**src/rtl/cell_stream_validator_assert.svh**
```systemverilog
// ----------------------------------------------------------------------------
// Cell stream validator assertion macros
// Shorthand for the concurrent checks used inside the validator.
// ----------------------------------------------------------------------------
`ifndef CELL_STREAM_VALIDATOR_ASSERT_SVH
`define CELL_STREAM_VALIDATOR_ASSERT_SVH

// The consequent must hold in the same cycle as the antecedent.
`define CSV_ASSERT_SAME(lbl, ante, cons, msg) \
	lbl: assert property (@(posedge clk) disable iff (!arst_n) (ante) |-> (cons)) \
		else $error(msg);

// The consequent must hold in the cycle after the antecedent.
`define CSV_ASSERT_NEXT(lbl, ante, cons, msg) \
	lbl: assert property (@(posedge clk) disable iff (!arst_n) (ante) |=> (cons)) \
		else $error(msg);

`endif

```
**src/rtl/csv_pkg.sv**
```systemverilog
// ----------------------------------------------------------------------------
// Cell stream validator package
// Parse phases, cell type codes and the per-type point count rule.
// ----------------------------------------------------------------------------
package csv_pkg;

	localparam int OFFSET_BITS = 20;
	localparam int WORD_BITS   = 32;
	localparam int COUNT_BITS  = 31;
	localparam int TYPE_BITS   = 6;
	localparam int CELLS_BITS  = 21;
	localparam int NUM_BITS    = 20;

	typedef enum logic [2:0] {
		PH_TYPE,
		PH_COUNT,
		PH_POINTS,
		PH_FACE_COUNT,
		PH_FACE_POINTS
	} phase_t;

	localparam logic [TYPE_BITS-1:0] CT_EMPTY          = 6'd0;
	localparam logic [TYPE_BITS-1:0] CT_VERTEX         = 6'd1;
	localparam logic [TYPE_BITS-1:0] CT_MULTI_VERTEX   = 6'd2;
	localparam logic [TYPE_BITS-1:0] CT_SEGMENT        = 6'd3;
	localparam logic [TYPE_BITS-1:0] CT_MULTI_SEGMENT  = 6'd4;
	localparam logic [TYPE_BITS-1:0] CT_TRIANGLE       = 6'd5;
	localparam logic [TYPE_BITS-1:0] CT_TRIANGLE_STRIP = 6'd6;
	localparam logic [TYPE_BITS-1:0] CT_NGON           = 6'd7;
	localparam logic [TYPE_BITS-1:0] CT_RECT           = 6'd8;
	localparam logic [TYPE_BITS-1:0] CT_QUAD           = 6'd9;
	localparam logic [TYPE_BITS-1:0] CT_TETRA          = 6'd10;
	localparam logic [TYPE_BITS-1:0] CT_VOXEL          = 6'd11;
	localparam logic [TYPE_BITS-1:0] CT_BRICK          = 6'd12;
	localparam logic [TYPE_BITS-1:0] CT_WEDGE          = 6'd13;
	localparam logic [TYPE_BITS-1:0] CT_PYRAMID        = 6'd14;
	localparam logic [TYPE_BITS-1:0] CT_PRISM5         = 6'd15;
	localparam logic [TYPE_BITS-1:0] CT_PRISM6         = 6'd16;
	localparam logic [TYPE_BITS-1:0] CT_FACETED        = 6'd42;
	localparam logic [TYPE_BITS-1:0] CT_OUT_OF_RANGE   = 6'd63;

	// Whether a non-negative point count suits a cell type other than a faceted cell.
	function automatic logic count_ok(input logic [TYPE_BITS-1:0] t,
			input logic [COUNT_BITS-1:0] c);
		logic ok;
		case (t) inside
			CT_EMPTY:                              ok = (c == 31'd0);
			CT_VERTEX:                             ok = (c == 31'd1);
			CT_MULTI_VERTEX:                       ok = (c >= 31'd1);
			CT_SEGMENT:                            ok = (c == 31'd2);
			CT_MULTI_SEGMENT:                      ok = (c >= 31'd2);
			CT_TRIANGLE:                           ok = (c == 31'd3);
			CT_TRIANGLE_STRIP, CT_NGON:            ok = (c >= 31'd3);
			CT_RECT, CT_QUAD, CT_TETRA:            ok = (c == 31'd4);
			CT_VOXEL, CT_BRICK:                    ok = (c == 31'd8);
			CT_WEDGE:                              ok = (c == 31'd6);
			CT_PYRAMID:                            ok = (c == 31'd5);
			CT_PRISM5:                             ok = (c == 31'd10);
			CT_PRISM6:                             ok = (c == 31'd12);
			default:                               ok = 1'b1;
		endcase
		return ok;
	endfunction

endpackage

```
**src/rtl/cell_stream_validator.sv**
```systemverilog
// Each word passes the input register, and its result the result register. Throughput: one stream
// word per cycle unless a result waits on out_stall; parse state updates once per word, in one pass.
// A word that causes no result leaves the input register without waiting on the output side.
// Reset (arst_n low, asynchronous) empties both registers and puts the parser at a type word.
// After the last word of a stream the parser returns to that same state for the next stream.
// ----------------------------------------------------------------------------
// Cell stream validator
// Parses a cell stream word by word, reports each cell header and a final verdict.
// ----------------------------------------------------------------------------
`include "cell_stream_validator_assert.svh"

module cell_stream_validator (
	input  logic                                   clk,
	input  logic                                   arst_n,
	input  logic                                   in_valid,
	output logic                                   in_stall,
	input  logic signed [csv_pkg::WORD_BITS-1:0]   stream_word,
	input  logic                                   last_word,
	output logic                                   out_valid,
	input  logic                                   out_stall,
	output logic                                   cell_start,
	output logic        [csv_pkg::NUM_BITS-1:0]    cell_number,
	output logic        [csv_pkg::NUM_BITS-1:0]    cell_offset,
	output logic                                   verdict,
	output logic                                   stream_valid,
	output logic        [csv_pkg::CELLS_BITS-1:0]  cell_total
);

	localparam logic [csv_pkg::OFFSET_BITS-1:0] OFF_MAX = '1;
	localparam logic [csv_pkg::CELLS_BITS-1:0]  CELLS_MAX = '1;

	// Input register.
	logic                              valid_s1;
	logic [csv_pkg::WORD_BITS-1:0]     word_s1;
	logic                              last_s1;

	// Parse state.
	csv_pkg::phase_t                   phase_q, phase_d;
	logic [csv_pkg::TYPE_BITS-1:0]     type_q, type_d;
	logic [csv_pkg::COUNT_BITS-1:0]    points_q, points_d;
	logic [csv_pkg::COUNT_BITS-1:0]    faces_q, faces_d;
	logic [csv_pkg::OFFSET_BITS-1:0]   offset_q, offset_d;
	logic [csv_pkg::CELLS_BITS-1:0]    cells_q, cells_d;
	logic                              error_q, error_d;

	// Result register.
	logic                              out_valid_q;
	logic                              start_q;
	logic [csv_pkg::NUM_BITS-1:0]      number_q;
	logic [csv_pkg::NUM_BITS-1:0]      offset_out_q;
	logic                              verdict_q;
	logic                              good_q;
	logic [csv_pkg::CELLS_BITS-1:0]    total_q;

	logic                              res_start;
	logic                              res_good;
	logic                              has_result;
	logic                              out_free;
	logic                              advance;
	logic                              word_neg;
	logic [csv_pkg::COUNT_BITS-1:0]    word_mag;
	logic [csv_pkg::TYPE_BITS-1:0]     word_type;
	logic [31:0]                       offset_ext;

	assign word_neg  = word_s1[csv_pkg::WORD_BITS-1];
	assign word_mag  = word_s1[csv_pkg::COUNT_BITS-1:0];
	// Type codes 0 to 62 are kept; anything else collapses to the out-of-range code.
	assign word_type = (!word_neg && word_s1[csv_pkg::WORD_BITS-2:csv_pkg::TYPE_BITS] == '0)
		? word_s1[csv_pkg::TYPE_BITS-1:0] : csv_pkg::CT_OUT_OF_RANGE;
	assign offset_ext = 32'(offset_q);

	always_comb begin
		phase_d   = phase_q;
		type_d    = type_q;
		points_d  = points_q;
		faces_d   = faces_q;
		offset_d  = offset_q;
		cells_d   = cells_q;
		error_d   = error_q;
		res_start = 1'b0;

		if (!error_q) begin
			unique case (phase_q)
				csv_pkg::PH_TYPE: begin
					res_start = 1'b1;
					if (cells_q != CELLS_MAX)
						cells_d = cells_q + 1'b1;
					type_d  = word_type;
					phase_d = csv_pkg::PH_COUNT;
				end
				csv_pkg::PH_COUNT: begin
					if (word_neg || last_s1) begin
						error_d = 1'b1;
					end else if (type_q == csv_pkg::CT_FACETED) begin
						if (word_mag < 31'd3) begin
							error_d = 1'b1;
						end else begin
							faces_d = word_mag;
							phase_d = csv_pkg::PH_FACE_COUNT;
						end
					end else if (!csv_pkg::count_ok(type_q, word_mag)) begin
						error_d = 1'b1;
					end else begin
						points_d = word_mag;
						phase_d  = (word_mag != '0) ? csv_pkg::PH_POINTS : csv_pkg::PH_TYPE;
					end
				end
				csv_pkg::PH_FACE_COUNT: begin
					if (word_neg || word_mag < 31'd3) begin
						error_d = 1'b1;
					end else begin
						points_d = word_mag;
						phase_d  = csv_pkg::PH_FACE_POINTS;
					end
				end
				csv_pkg::PH_POINTS: begin
					points_d = points_q - 1'b1;
					if (points_q == 31'd1)
						phase_d = csv_pkg::PH_TYPE;
				end
				csv_pkg::PH_FACE_POINTS: begin
					points_d = points_q - 1'b1;
					if (points_q == 31'd1) begin
						faces_d = faces_q - 1'b1;
						phase_d = (faces_q != 31'd1) ? csv_pkg::PH_FACE_COUNT
							: csv_pkg::PH_TYPE;
					end
				end
				default: begin
					error_d = 1'b1;
				end
			endcase
		end

		// The offset saturates; a further non-last word means the stream is too long.
		if (!last_s1) begin
			if (offset_q == OFF_MAX)
				error_d = 1'b1;
			else
				offset_d = offset_q + 1'b1;
		end

		res_good = last_s1 && !error_d && (phase_d == csv_pkg::PH_TYPE);
	end

	assign has_result = res_start || last_s1;
	assign out_free   = !out_valid_q || !out_stall;
	assign advance    = valid_s1 && (!has_result || out_free);
	assign in_stall   = valid_s1 && !advance;

	always_ff @(posedge clk or negedge arst_n) begin
		if (!arst_n) begin
			valid_s1 <= 1'b0;
		end else if (in_valid && !in_stall) begin
			valid_s1 <= 1'b1;
		end else if (advance) begin
			valid_s1 <= 1'b0;
		end
	end

	always_ff @(posedge clk) begin
		if (in_valid && !in_stall) begin
			word_s1 <= stream_word;
			last_s1 <= last_word;
		end
	end

	always_ff @(posedge clk or negedge arst_n) begin
		if (!arst_n) begin
			phase_q  <= csv_pkg::PH_TYPE;
			type_q   <= '0;
			points_q <= '0;
			faces_q  <= '0;
			offset_q <= '0;
			cells_q  <= '0;
			error_q  <= 1'b0;
		end else if (advance) begin
			if (last_s1) begin
				// The closing word of a stream readies the parser for the next one.
				phase_q  <= csv_pkg::PH_TYPE;
				type_q   <= '0;
				points_q <= '0;
				faces_q  <= '0;
				offset_q <= '0;
				cells_q  <= '0;
				error_q  <= 1'b0;
			end else begin
				phase_q  <= phase_d;
				type_q   <= type_d;
				points_q <= points_d;
				faces_q  <= faces_d;
				offset_q <= offset_d;
				cells_q  <= cells_d;
				error_q  <= error_d;
			end
		end
	end

	always_ff @(posedge clk or negedge arst_n) begin
		if (!arst_n) begin
			out_valid_q <= 1'b0;
		end else if (advance && has_result) begin
			out_valid_q <= 1'b1;
		end else if (!out_stall) begin
			out_valid_q <= 1'b0;
		end
	end

	always_ff @(posedge clk) begin
		if (advance && has_result) begin
			start_q      <= res_start;
			number_q     <= res_start ? cells_q[csv_pkg::NUM_BITS-1:0] : '0;
			offset_out_q <= res_start ? offset_ext[csv_pkg::NUM_BITS-1:0] : '0;
			verdict_q    <= last_s1;
			good_q       <= res_good;
			total_q      <= last_s1 ? cells_d : '0;
		end
	end

	assign out_valid    = out_valid_q;
	assign cell_start   = start_q;
	assign cell_number  = number_q;
	assign cell_offset  = offset_out_q;
	assign verdict      = verdict_q;
	assign stream_valid = good_q;
	assign cell_total   = total_q;

	`CSV_ASSERT_SAME(a_result_has_cause, out_valid_q, start_q || verdict_q, "result with no cause")
	`CSV_ASSERT_SAME(a_good_needs_cell, out_valid_q && good_q, verdict_q && total_q != '0, "valid stream without a cell")
	`CSV_ASSERT_SAME(a_no_start_after_error, advance && error_q, !res_start, "cell header after error")
	`CSV_ASSERT_NEXT(a_stream_end_clears, advance && last_s1, offset_q == '0 && cells_q == '0 && !error_q, "state not cleared")

endmodule
```
**config.mk**
```make
export PLATFORM = sky130hd
export DESIGN_NAME = cell_stream_validator
export DESIGN_NICKNAME = d
export VERILOG_FILES = /design/src/rtl/csv_pkg.sv /design/src/rtl/cell_stream_validator.sv
export VERILOG_INCLUDE_DIRS = /design/src /design/src/rtl
export SDC_FILE = /design/constraint.sdc
export NUM_CORES = 1
export LEC_CHECK = 0
export ABC_CLOCK_PERIOD_IN_PS = 3600
export BUFFER_PORTS_ARGS = -buffer_cell sky130_fd_sc_hd__buf_4
export CAP_MARGIN = 5
export CORE_MARGIN = 5
export CORE_UTILIZATION = 41
export DETAILED_ROUTE_END_ITERATION = 7
export HOLD_SLACK_MARGIN = 0.12
export PLACE_DENSITY = 0.6
export SKIP_LAST_GASP = 1
export SLEW_MARGIN = 30
export SYNTH_ARGS = -nofsm -noshare
export SYNTH_HDL_FRONTEND = slang
export SYNTH_SLANG_ARGS = --single-unit
export TNS_END_PERCENT = 1
```
**constraint.sdc**
```tcl
create_clock -name clk -period 3.6 [get_ports clk]
set_clock_uncertainty 0.1 [all_clocks]
set_input_delay 0.72 -clock clk [delete_from_list [all_inputs] [get_ports clk]]
set_output_delay 0.72 -clock clk [all_outputs]
set_load 0.005 [all_outputs]
```
### Yosys cells after proc, flatten, opt, wreduce, memory -nomap -nowiden

Index checks and enable logic that the tools add are counted.

| word-level totals | value |
|---|---|
| logic and storage cells | 176 |
| bits in registers | 212 |
| bits of input ports | 37 |
| output and inout bits | 66 |

| cells by class | value |
|---|---|
| reductions and logical operators | 38 |
| eq/ne operators | 44 |
| $add $sub $neg | 4 |
| magnitude comparators | 4 |
| muxes and demuxes | 69 |

Operator list:

| cell | number |
|---|---|
| $mux 31 | 12 |
| $eq 31x3->1 const B | 3 |
| $eq 31x4->1 const B | 3 |
| $pmux 31 s3 | 1 |
| $mux 21 | 4 |
| $eq 31x1->1 const B | 2 |
| $eq 31x2->1 const B | 2 |
| $ge 31x2->1 const B | 2 |
| $pmux 31 s2 | 1 |
| $sub 31x1->31 const B | 2 |
| $eq 6x4->1 const B | 8 |
| $mux 20 | 2 |
| $mux 1 | 32 |
| $ge 31x1->1 const B | 1 |
| $logic_not 31->1 | 1 |
| $lt 31x2->1 const B | 1 |
| $ne 31x1->1 const B | 1 |
| $reduce_bool 31->1 | 1 |
| $mux 3 | 9 |
| $logic_not 25->1 | 1 |
| $eq 6x3->1 const B | 4 |
| $mux 6 | 4 |
| $add 21x1->21 const B | 1 |
| $ne 21x21->1 const B | 1 |
| other kinds (28) | 60 |

### Longest topological paths before layout

Gate-level depths: netlist of run 1.

| logic depth | value |
|---|---|
| word-level depth | 28 |
| depth in mapped cells | 13 |
| mapped depth without buffers | 9 |

### Worst setup path before layout of run 1

OpenSTA, ideal clock, no wires.

| path | value |
|---|---|
| path type | flip-flop to flip-flop |
| start point | register error_q |
| end point | register number_q (netlist bit cell_number[0]), enable pin |
| arrival time | 2.834 ns |
| period minus slack after synthesis | 3.354 ns |
| data required time | 3.081 ns |
| buffers on the path | 2 |
| library setup time | 0.419 ns |
| setup slack | 0.246 ns |
| stages on the path, launching flop included | 7 |
| path through | dfrtp_1 > buf_2 > or4_1 > clkbuf_1 > inv_1 > o21ai_0 > inv_1 |

| between the ends | value |
|---|---|
| longest elaborated chain between the ends | 6 |

Ends and longest elaborated chain:

| element | RTL line | RTL |
|---|---|---|
| start: declaration | cell_stream_validator.sv:44 | `logic error_q, error_d;` |
| start signal: assignment | cell_stream_validator.sv:194 | `error_q <= error_d;` |
| $mux 1 * | cell_stream_validator.sv:82 | `if (!error_q) begin` |
| $logic_or 1x1->1 * | cell_stream_validator.sv:146 | `assign has_result = res_start \|\| last_s1;` |
| $logic_not 1->1 | cell_stream_validator.sv:148 | `assign advance = valid_s1 && (!has_result \|\| out_free);` |
| $logic_or 1x1->1 | cell_stream_validator.sv:148 |  |
| $logic_and 1x1->1 | cell_stream_validator.sv:148 |  |
| $logic_and 1x1->1 * | cell_stream_validator.sv:210 | `if (advance && has_result) begin` |
| end signal: assignment | cell_stream_validator.sv:212 | `number_q <= res_start ? cells_q[csv_pkg::NUM_BITS-1:0] : '0;` |
| end: declaration | cell_stream_validator.sv:49 | `logic [csv_pkg::NUM_BITS-1:0] number_q;` |

Every way passes the cells marked *; elsewhere a longest branch is shown, timed or not.
A chain may end at the register's enable or synchronous reset.

### Final worst setup path of run 1

| path | value |
|---|---|
| start point | register points_q[26] in the netlist's numbering |
| end point | register faces_q[6] in the netlist's numbering |

| between the ends | value |
|---|---|
| longest elaborated chain between the ends | 3 |

Ends and longest elaborated chain:

| element | RTL line | RTL |
|---|---|---|
| start: declaration | cell_stream_validator.sv:40 | `logic [csv_pkg::COUNT_BITS-1:0] points_q, points_d;` |
| start signal: assignment | cell_stream_validator.sv:190 | `points_q <= points_d;` |
| $eq 31x1->1 | cell_stream_validator.sv:123 | `if (points_q == 31'd1) begin` |
| $ne 3x3->1 (no source line) | - |  |
| $reduce_and 7->1 (no source line) | - |  |
| end signal: assignment | cell_stream_validator.sv:191 | `faces_q <= faces_d;` |
| end: declaration | cell_stream_validator.sv:41 | `logic [csv_pkg::COUNT_BITS-1:0] faces_q, faces_d;` |

Every way passes these cells.

==> impl_results.md, run 1 <==
* Status: completed
* Worst Setup Start Kind: flip-flop
* Main combinational cell family by area after synthesis: simple AND/OR/NAND/NOR gates
* Crit-path cells: or4_4 -> or3_1 -> or4_4 -> nor2_2 -> o31ai_4 -> nand2b_1 -> o22ai_1
* Post-synth EDFFs at 97
* Die H at 173 µm
* Mux contribution to synthesized area at less than 1%
* Wire length on met3 at approximately 1700 µm
* Setup_tns at 0 ns
* Hold Fails Final Rpt at 0
* Detailed Route Iter0 Violations at around 860
* Ports at approximately 100
* WL met1 at 13100 µm
* Layout area overhead at 19.5%
* Post-synthesis compound-gate area fraction at 17.5%
* Ys async rst share at 54.2%
* Initial antenna violation count at 0
* Share of the synthesized area in the top cell type at a little over a quarter
* Row cnt at 59
* Drt drc at 0
* Worst slew pin tran at around 0.86 ns
* Fmax achieved at 0.314 GHz
* Total number of vias at between 9000 and 10000
* Critical Path RT at 3.94 ns
* Post-synth top flop: dfrtp_1
* Share of cells above drive strength 1 at 15.6%
* Mean area per synthesized cell at between 9 and 10 µm²
* Worst skew pair latency at between 0.5 and 0.6 ns
* Diodes inserted at 0
* Core Util, Final at roughly half
* LEAKAGE at 5.22 nW
* H-tree Lvls at 1
* Final period utilization at about 88%
* PwrDens at 699 nW/µm²
* Crit path largest cell delay at roughly 0.59 ns
* DR pass1 iterations at 5
* Most frequent cells in the layout: 151 x nor2_1, 139 x buf_4, 125 x o21ai_0
* Seq/Total Area, Yosys at between 50% and 60%
* Setup repair bufs after CTS at 0
* Final WL at around 30000 µm
* Post-Synth Adder-Cell Area at less than 1%
* Die Wd at between 150 and 200 µm
* Post-DP HPWL at slightly above 20000 µm
* Max clock buf depth at 3
* Core area at between 20000 and 30000 µm²
* CP max FO at 12
* Root buffer cell: clkbuf_16
* Overflow after GRT at 0
* CP Class: reg -> reg
* Max Cap Viol at 0
* Worst reg2reg path startpoint: points_q[26]
* DR top layer: met4
* Routed WL per cell at ~19 µm
* Cell mode on critical path: or4_4
* Vias/cell at 5.79
* Effective utilization at floorplan at a little over two fifths
* Yosys reg bits at 212
* Unique masters post-synth at 67
* Synth top area cells: edfxtp_1 27%, dfrtp_1 26%, o21ai_0 5.8%
* Crit-path slowest cell: or4_4
* Simple-gate area share of the yosys netlist at between 20 and 25%
* Largest net degree at the start of global routing at 55
* NumNets Final at 1306
* R2R Setup Slk at about 0.42 ns
* Synth area leader: edfxtp_1
* Routability Congestion at between 0.9 and 1
* Setup Viol. Count Final at 0
* Most common cell after layout, fill and taps aside: nor2_1
* Reg clk slew, reported paths at around 0.06 ns
* Xor and xnor area share after synthesis at under 10%
* Syn_nets at approximately 1200
* All-Layer GR Usage at about 19%
* Vias in the first global route at roughly 9000
* Cell Area, Synth at approximately 11000 µm²
* Critical path launch point: points_q[26]
* CTS tree: built
* Min Tclk post-route at around 3.2 ns
* WP data arrival at between 3 and 4 ns
* Global-route wire length before repair at between 40000 and 50000 µm
* # clock sinks at around 210
* Hold Startpoint: stream_word[27]
* Crit. End Element: flip-flop
* Slew Limit Fails at 0
* YS warnings at 0
* Die Footprint at between 20000 and 30000 µm²
* RSZ-0062 raised after global routing: no
* IO buf count at between 100 and 150
* Post-Syn Instances at 1158
* Peak supply drop at 0.000410 V
* Routed wl met2 at 14000 µm
* Number of nets still failing antenna checks after routing at 0
* Relative slew slack at between 40% and 50%
* TritonCTS Buffers at 26
* Hold WC Path Type: in -> reg
[routing by layer]
layer | global-route usage (%) | vias to the layer above
met1 | 25.7 | 4489
li1 | - | 4454
met4 | 6.98 | 0
met3 | 3.54 | 73
met5 | 0 | -
met2 | 32.4 | 333
[flip-flops by register name, summed over array words and instances (netlist names), 3 cells and up]
register / cells
cell_offset: 20
offset_q: 20
points_q: 31
faces_q: 31
type_q: 6
word_s1: 32
cell_number: 20
phase_q: 3
cell_total: 21
cells_q: 21
[cell families (layout without fill, tap and decap cells)]
logic type               after synthesis  in the layout
AND/OR/NAND/NOR                      499            499
flip-flops                           212            212
XOR/XNOR                              29             29
AO/OA/AOI/OAI                        323            323
adder cells (fa/ha/maj)                6              6
multiplexers                           4              4
buffers and inverters                 85            207
[layout make-up]
class,count,area (µm²)
clock inverter,11,166
multi-input combinational,861,4790
tap,335,419
fill,2399,13100
inverter,20,75.1
sequential,212,5790
clock buffer,34,691
timing repair buffer,142,1090
[what timing repair did]
item / 4_1_cts / 5_1_grt
hold endpoints to repair: 35 / 0
hold buffers: 1 / 0
gates resized for setup: 0 / 0
[power breakdown]
group	leakage (nW)	total, W	internal, W	switching, W
combinational	2.31	0.00299	0.00112	0.00186
clock	0.416	0.00262	0.00163	0.000991
sequential	2.49	0.00349	0.00304	0.000453
total	5.22	0.00910	0.00579	0.00331
[stage by stage]
| stage | worst slack [ns] | std cells | hold WS, ns | total power [W] | cell area [µm²] |
|---|---|---|---|---|---|
| after floorplan | 0.246 | 1158 | 0.324 | 0.00542 | 10900 |
| after global placement | 0.516 | 1569 | 0.377 | 0.00645 | 12200 |
| after detailed placement | 0.442 | 1569 | 0.385 | 0.00647 | 12200 |
| after CTS | 0.432 | 1615 | 0.244 | 0.00913 | 13000 |
| after global routing | 0.156 | 1615 | 0.242 | 0.00966 | 13000 |
| final | 0.417 | 1615 | 0.265 | 0.00910 | 13000 |
[critical path, delay by kind of cell (launching register included)]
kind | cells | cell delay, ns
and+or+nand+nor | 5 | 2.20
DFF | 1 | 0.39
AOI/OAI and AO/OA | 2 | 0.40
[cell usage after synthesis (all sizes together), types with 4 or more instances]
library cell    n
a211oi          5
a21o            4
a21oi          93
a22oi           8
a311oi          4
a31oi           6
and2           43
and3           13
and4            6
buf            14
clkbuf         51
dfrtp         115
edfxtp         97
ha              6
inv            18
nand2         100
nand2b          9
nand3          19
nand4          16
nor2          155
nor3           48
nor3b           4
nor4           34
o211ai          5
o21a            7
o21ai         127
o22ai           8
o31ai          32
or2             6
or3            20
or4            11
xnor2          17
xor2           12
[final timing paths]
kind,endpoint,depth (start not counted)
worst max-delay path,faces_q[6],7
worst min-delay path,word_s1[27],1
worst max register to register,faces_q[6],7
worst min register to register,faces_q[19],2
max in group asynchronous,cells_q[12],3
min in group asynchronous,points_q[30],2
Power figures use the tool's default switching activity.
==> run 2, diff against run 1 <==
--- a/config.mk
+++ b/config.mk
@@ -9,11 +9,13 @@
 export ABC_CLOCK_PERIOD_IN_PS = 3600
 export BUFFER_PORTS_ARGS = -buffer_cell sky130_fd_sc_hd__buf_4
 export CAP_MARGIN = 5
-export CORE_MARGIN = 5
+export CELL_PAD_IN_SITES_DETAIL_PLACEMENT = 1
+export CELL_PAD_IN_SITES_GLOBAL_PLACEMENT = 1
+export CORE_MARGIN = 2
 export CORE_UTILIZATION = 41
 export DETAILED_ROUTE_END_ITERATION = 7
 export HOLD_SLACK_MARGIN = 0.12
-export PLACE_DENSITY = 0.6
+export PLACE_DENSITY = 0.74
 export SKIP_LAST_GASP = 1
 export SLEW_MARGIN = 30
 export SYNTH_ARGS = -nofsm -noshare
==> impl_results.md, run 2 (synthesized netlist as in run 1, its figures left out) <==
* Crit. End Element: flip-flop (unchanged)
* Vias in the first global route at 10039 (was 9185)
* Placed instance area at 12200 µm² (about the same)
* Crit-path cells: or4_1 -> nor3_1 -> nand2_1 -> or4_1 -> a21oi_1 -> o21ai_0 -> nor4_1 -> o21a_1 (was or4_4 -> or3_1 -> or4_4 -> nor2_2 -> o31ai_4 -> nand2b_1 -> o22ai_1)
* Hold WC Path Type: in -> reg (unchanged)
* WP data arrival at 3.58 ns (was 3.52 ns)
* Final WL at 33800 µm (was 30100 µm)
* Die Footprint at 27900 µm² (was 30000 µm²)
* Effective utilization at floorplan at 41.8% (was 41.7%)
* Worst Setup Start Kind: flip-flop (unchanged)
* Overflow after GRT at 0 (unchanged)
* Worst path top cell family by delay: simple AND/OR/NAND/NOR gates (unchanged)
* TritonCTS Buffers at 24 (was 26)
* Crit path largest cell delay at 0.62 ns (was 0.59 ns)
* Most common cell after layout, fill and taps aside: nor2_1 (unchanged)
* Slew Limit Fails at 0 (unchanged)
* DP Cell Count at 1568 (was 1569)
* Vias/cell at 5.87 (was 5.79)
* All-Layer GR Usage at 24.1% (was 19.5%)
* Detailed Route Iter0 Violations at 703 (was 855)
* # fillers at 2970 (was 2399)
* Total number of vias at 9475 (was 9349)
* Top Registers: word_s1: 32 flops, faces_q: 31 flops, points_q: 31 flops (unchanged)
* Number of nets still failing antenna checks after routing at 0 (unchanged)
* Peak supply drop at 0.000445 V (was 0.000410 V)
* Max clock buf depth at 3 (unchanged)
* Setup_tns at 0 ns (unchanged)
* Die H at 167 µm (was 173 µm)
* RSZ-0062 raised after global routing: no (unchanged)
* Setup repair bufs after CTS at 0 (unchanged)
* Die Wd at 167 µm (was 173 µm)
* H-tree Lvls at 1 (unchanged)
* Crit-path slowest cell: or4_1 (was or4_4)
* Post-DP HPWL at 23500 µm (was 20700 µm)
* Fmax achieved at 0.305 GHz (was 0.314 GHz)
* Setup Viol. Count Final at 0 (unchanged)
* Relative slew slack at 45.8% (was 42.4%)
* NumNets Final at 1303 (was 1306)
* Hold Fails Final Rpt at 0 (unchanged)
* Worst skew pair latency at 0.53 ns (about the same)
* IO buf count at 102 (unchanged)
* Max Cap Viol at 0 (unchanged)
* Row cnt at 59 (unchanged)
* LEAKAGE at 5.16 nW (was 5.22 nW)
* Initial antenna violation count at 0 (unchanged)
* Reg clk slew, reported paths at 0.06 ns (about the same)
* Global-route wire length before repair at 54700 µm (was 48900 µm)
* CP Class: reg -> reg (unchanged)
* CTS tree: built (unchanged)
* Ports at 103 (unchanged)
* Core area at 26100 µm² (about the same)
* Routed WL per cell at 20.9 µm (was 18.6 µm)
* Diodes inserted at 0 (unchanged)
* Final Cell Area at 12900 µm² (was 13000 µm²)
* Max reg flops at 32 (unchanged)
* Finished Layout Cells at 1613 (was 1615)
* # clock sinks at 212 (unchanged)
* Share of cells above drive strength 1 at 15.4% (was 15.6%)
* CP max FO at 4 (was 12)
* Final period utilization at 91.2% (was 88.4%)
* DR pass1 iterations at 5 (unchanged)
* Status: completed (unchanged)
* Worst slew pin tran at 0.805 ns (was 0.865 ns)
* Drt drc at 0 (unchanged)
* Min Tclk post-route at 3.28 ns (was 3.18 ns)
* Critical Path RT at 3.89 ns (was 3.94 ns)
* Cell mode on critical path: or4_1 (was or4_4)
* Worst Path Buf+Inv at 0 (unchanged)
* Layout area overhead at 18.4% (was 19.5%)
* PwrDens at 694 nW/µm² (was 699 nW/µm²)
* Routability Congestion at 0.889 (was 0.939)
* Root buffer cell: clkbuf_16 (unchanged)
* Largest net degree at the start of global routing at 59 (was 55)
* Largest Register: word_s1 (unchanged)
* Most frequent cells in the layout: 151 x nor2_1, 138 x buf_4, 125 x o21ai_0 (was 151 x nor2_1, 139 x buf_4, 125 x o21ai_0)
==> run 2: worst paths after layout <==
kind                                     start      endpoint  slack [ns]  cells past startpoint
worst max-delay path               faces_q[26]  stream_valid        0.32                      8
worst min-delay path            stream_word[9]    word_s1[9]        0.27                      1
worst max register to register     faces_q[26]  stream_valid        0.32                      8
worst min register to register    points_q[27]  points_q[27]        0.41                      2
max in group asynchronous               arst_n   cells_q[12]        2.01                      3
min in group asynchronous               arst_n    faces_q[8]        0.63                      2
==> run 2: repair_timing <==
action / in CTS / in global routing
resized for setup: 0 / 0
hold buffers: 1 / 0
hold endpoints to repair: 33 / 0
==> run 2: area by class of cell <==
class | count | area (µm²) | share of cell area, %
clock buffers | 37 | 679 | 5.26
clock inverters | 7 | 71.3 | 0.552
inverters | 20 | 75.1 | 0.581
multi-input cells | 861 | 4790 | 37.1
flip-flops and latches | 212 | 5790 | 44.8
well taps | 335 | 419 | 3.25
repair buffers | 141 | 1090 | 8.41
==> run 2: per-stage QoR <==
step           setup slack [ns]  hold slack (ns)  total power (W)  util [%]
3_5_place_dp              0.377            0.399          0.00660      46.6
5_1_grt                  0.0409            0.254          0.00948      49.5
2_1_floorplan             0.246            0.324          0.00542         -
6_report                  0.317            0.265          0.00896      49.5
4_1_cts                   0.325            0.244          0.00901      49.5
3_3_place_gp              0.424            0.379          0.00647      46.6
==> run 2: routing by layer <==
layer	vias up	share of wire (%)	global-route usage, %
met5	-	0	0
met4	0	3.5	8.02
met3	72	4.2	3.02
met2	241	50	42.6
met1	4716	42	30.5
li1	4446	-	-
==> run 2: power breakdown <==
part	internal, W	total, W	switching, W	leakage [nW]
Clock	0.00137	0.00238	0.00101	0.370
Sequential	0.00304	0.00352	0.000482	2.49
Combinational	0.00112	0.00306	0.00194	2.31
Total	0.00553	0.00896	0.00343	5.16
==> run 3, diff against run 2 <==
==> constraint.sdc (replaced) <==
create_clock -name clk -period 3.6 [get_ports clk]
set_clock_uncertainty 0.1 [all_clocks]
set_input_delay 0.36 -clock clk [delete_from_list [all_inputs] [get_ports clk]]
set_output_delay 0.36 -clock clk [all_outputs]
set_load 0.005 [all_outputs]
==> impl_results.md, run 3 (synthesized netlist as in run 1, its figures left out) <==
* Max reg flops at 32 (unchanged)
* Total Power at 0.00903 W (was 0.00896 W)
* WP data arrival at 3.64 ns (was 3.58 ns)
* Core area at 26100 µm² (unchanged)
* Setup_tns at 0 ns (unchanged)
* Diodes inserted at 0 (unchanged)
* Worst skew pair latency at 0.53 ns (about the same)
* Die Wd at 167 µm (unchanged)
* TritonCTS Buffers at 24 (unchanged)
* Initial antenna violation count at 0 (unchanged)
* Place WS at 0.341 ns (was 0.377 ns)
* Most frequent cells in the layout: 151 x nor2_1, 135 x buf_4, 125 x o21ai_0 (was 151 x nor2_1, 138 x buf_4, 125 x o21ai_0)
* Worst reg2reg path startpoint: points_q[26] (was faces_q[26])
* Cell mode on critical path: or4_4 (was or4_1)
* DR pass1 iterations at 5 (unchanged)
* RSZ-0062 raised after global routing: no (unchanged)
* Cts repair resizes at 0 (unchanged)
* Row cnt at 59 (unchanged)
* Crit-path slowest cell: or4_4 (was or4_1)
* Root buffer cell: clkbuf_16 (unchanged)
* CP max FO at 12 (was 4)
* Die H at 167 µm (unchanged)
* Fmax achieved at 0.302 GHz (was 0.305 GHz)
* # fillers at 2967 (was 2970)
* Share of cells above drive strength 1 at 14.9% (was 15.4%)
* Routability Congestion at 0.873 (was 0.889)
* Drt drc at 0 (unchanged)
* Ports at 103 (unchanged)
* Core Util, Final at 50.9% (was 49.5%)
* R2R Setup Slk at 0.29 ns (was 0.32 ns)
* Global-route wire length before repair at 55600 µm (was 54700 µm)
* Status: completed (unchanged)
* H-tree Lvls at 1 (unchanged)
* Effective utilization at floorplan at 41.8% (unchanged)
* Post-DP HPWL at 23500 µm (about the same)
* IO buf count at 102 (unchanged)
* LEAKAGE at 5.30 nW (was 5.16 nW)
* Max clock buf depth at 3 (unchanged)
* CP Class: reg -> reg (unchanged)
* Routed WL per cell at 21.0 µm (was 20.9 µm)
* Most common cell after layout, fill and taps aside: nor2_1 (unchanged)
* Max Cap Viol at 0 (unchanged)
* Cells on worst reg2reg path at 7 (was 8)
* Worst Setup Start Kind: flip-flop (unchanged)
* CTS tree: built (unchanged)
* Overflow after GRT at 0 (unchanged)
* Worst Hold Slack at 0.304 ns (was 0.265 ns)
* Reg clk slew, reported paths at 0.06 ns (about the same)
* Top Registers: word_s1: 32 flops, faces_q: 31 flops, points_q: 31 flops (unchanged)
* Setup ws final at 0.293 ns (was 0.317 ns)
* Vias in the first global route at 10056 (was 10039)
* Final WL at 34400 µm (was 33800 µm)
* Largest Register: word_s1 (unchanged)
* Crit path largest cell delay at 0.61 ns (was 0.62 ns)
* Relative slew slack at 44.0% (was 45.8%)
* Setup Viol. Count Final at 0 (unchanged)
* Crit. End Element: flip-flop (unchanged)
* Vias/cell at 5.88 (was 5.87)
* Largest net degree at the start of global routing at 68 (was 59)
* # clock sinks at 212 (unchanged)
* Hold Fails Final Rpt at 0 (unchanged)
* Number of nets still failing antenna checks after routing at 0 (unchanged)
* NumNets Final at 1335 (was 1303)
* R2R Path End: faces_q[8] (was stream_valid)
* Crit-path cells: or4_4 -> or3_1 -> or4_4 -> nor2_2 -> o31ai_4 -> nand2b_1 -> o21ai_0 (was or4_1 -> nor3_1 -> nand2_1 -> or4_1 -> a21oi_1 -> o21ai_0 -> nor4_1 -> o21a_1)
* Critical Path RT at 3.93 ns (was 3.89 ns)
* Min Tclk post-route at 3.31 ns (was 3.28 ns)
* Final period utilization at 91.9% (was 91.2%)
* Die Footprint at 27900 µm² (unchanged)
* All-Layer GR Usage at 24.6% (was 24.1%)
* Layout area overhead at 21.7% (was 18.4%)
* Worst slew pin tran at 0.835 ns (was 0.805 ns)
* Slew Limit Fails at 0 (unchanged)
* Detailed Route Iter0 Violations at 693 (was 703)
* PwrDens at 681 nW/µm² (was 694 nW/µm²)
* Total number of vias at 9665 (was 9475)
* Hold WC Path Type: in -> async (was in -> reg)
* Peak supply drop at 0.000496 V (was 0.000445 V)
-- run 3: cell count changes in the layout (fill, tap and decap cells not counted), moves of 2 or more --
cell           change
clkinvlp_4         +2
dlygate4sd3_1     +35
clkinv_2           -2
buf_4              -3
clkinv_1           +3
clkbuf_1           -5
-- run 3: timing repair --
item                      4_1_cts  5_1_grt
buffers inserted                0        0
hold buffers                   36        0
hold endpoints to repair       83        0
-- run 3: layout make-up --
type	count	area, µm²	share of cell area [%]
clock buffers	31	647	4.88
clock inverters	12	129	0.972
inverters	20	75.1	0.566
multi-input cells	861	4790	36.1
flip-flops and latches	212	5790	43.7
well taps	335	419	3.16
repair buffers	173	1410	10.7
-- run 3: where the power goes --
part	switching (W)	internal [W]	total, W
Combinational	0.00194	0.00113	0.00307
Sequential	0.000484	0.00304	0.00352
Clock	0.00103	0.00142	0.00244
Total	0.00345	0.00558	0.00903
-- run 3: per-stage QoR --
| step | cells | instance area (µm²) |
|---|---|---|
| final | 1644 | 13300 |
| after global routing | 1644 | 13300 |
| after CTS | 1644 | 13300 |
| after detailed placement | 1565 | 12100 |
| after global placement | 1565 | 12100 |
| after floorplan | 1158 | 10900 |
-- run 3: worst max path at each step --
stage	start	slack (ns)	to
floorplan	error_q	0.25	cell_number[0]
global placement	points_q[26]	0.45	stream_valid
detailed placement	points_q[26]	0.34	faces_q[8]
CTS	points_q[26]	0.31	faces_q[8]
global route	word_s1[25]	0.06	points_q[14]
finish	points_q[26]	0.29	faces_q[8]
-- run 3: metal layers --
metal  global-route usage (%)  up-vias  part of all wire (%)
met2                     43.3      268                    50
met3                     3.11       80                   4.5
met5                        0        -                     0
met1                     31.4     4812                    43
met4                     8.13        0                   3.2
li1                         -     4505                     -
-- run 3: critical path: cells and delay by family (launching register included) --
kind | cells | cell delay, ns
and+or+nand+nor | 5 | 2.31
AOI/OAI and AO/OA | 2 | 0.42
DFF | 1 | 0.39
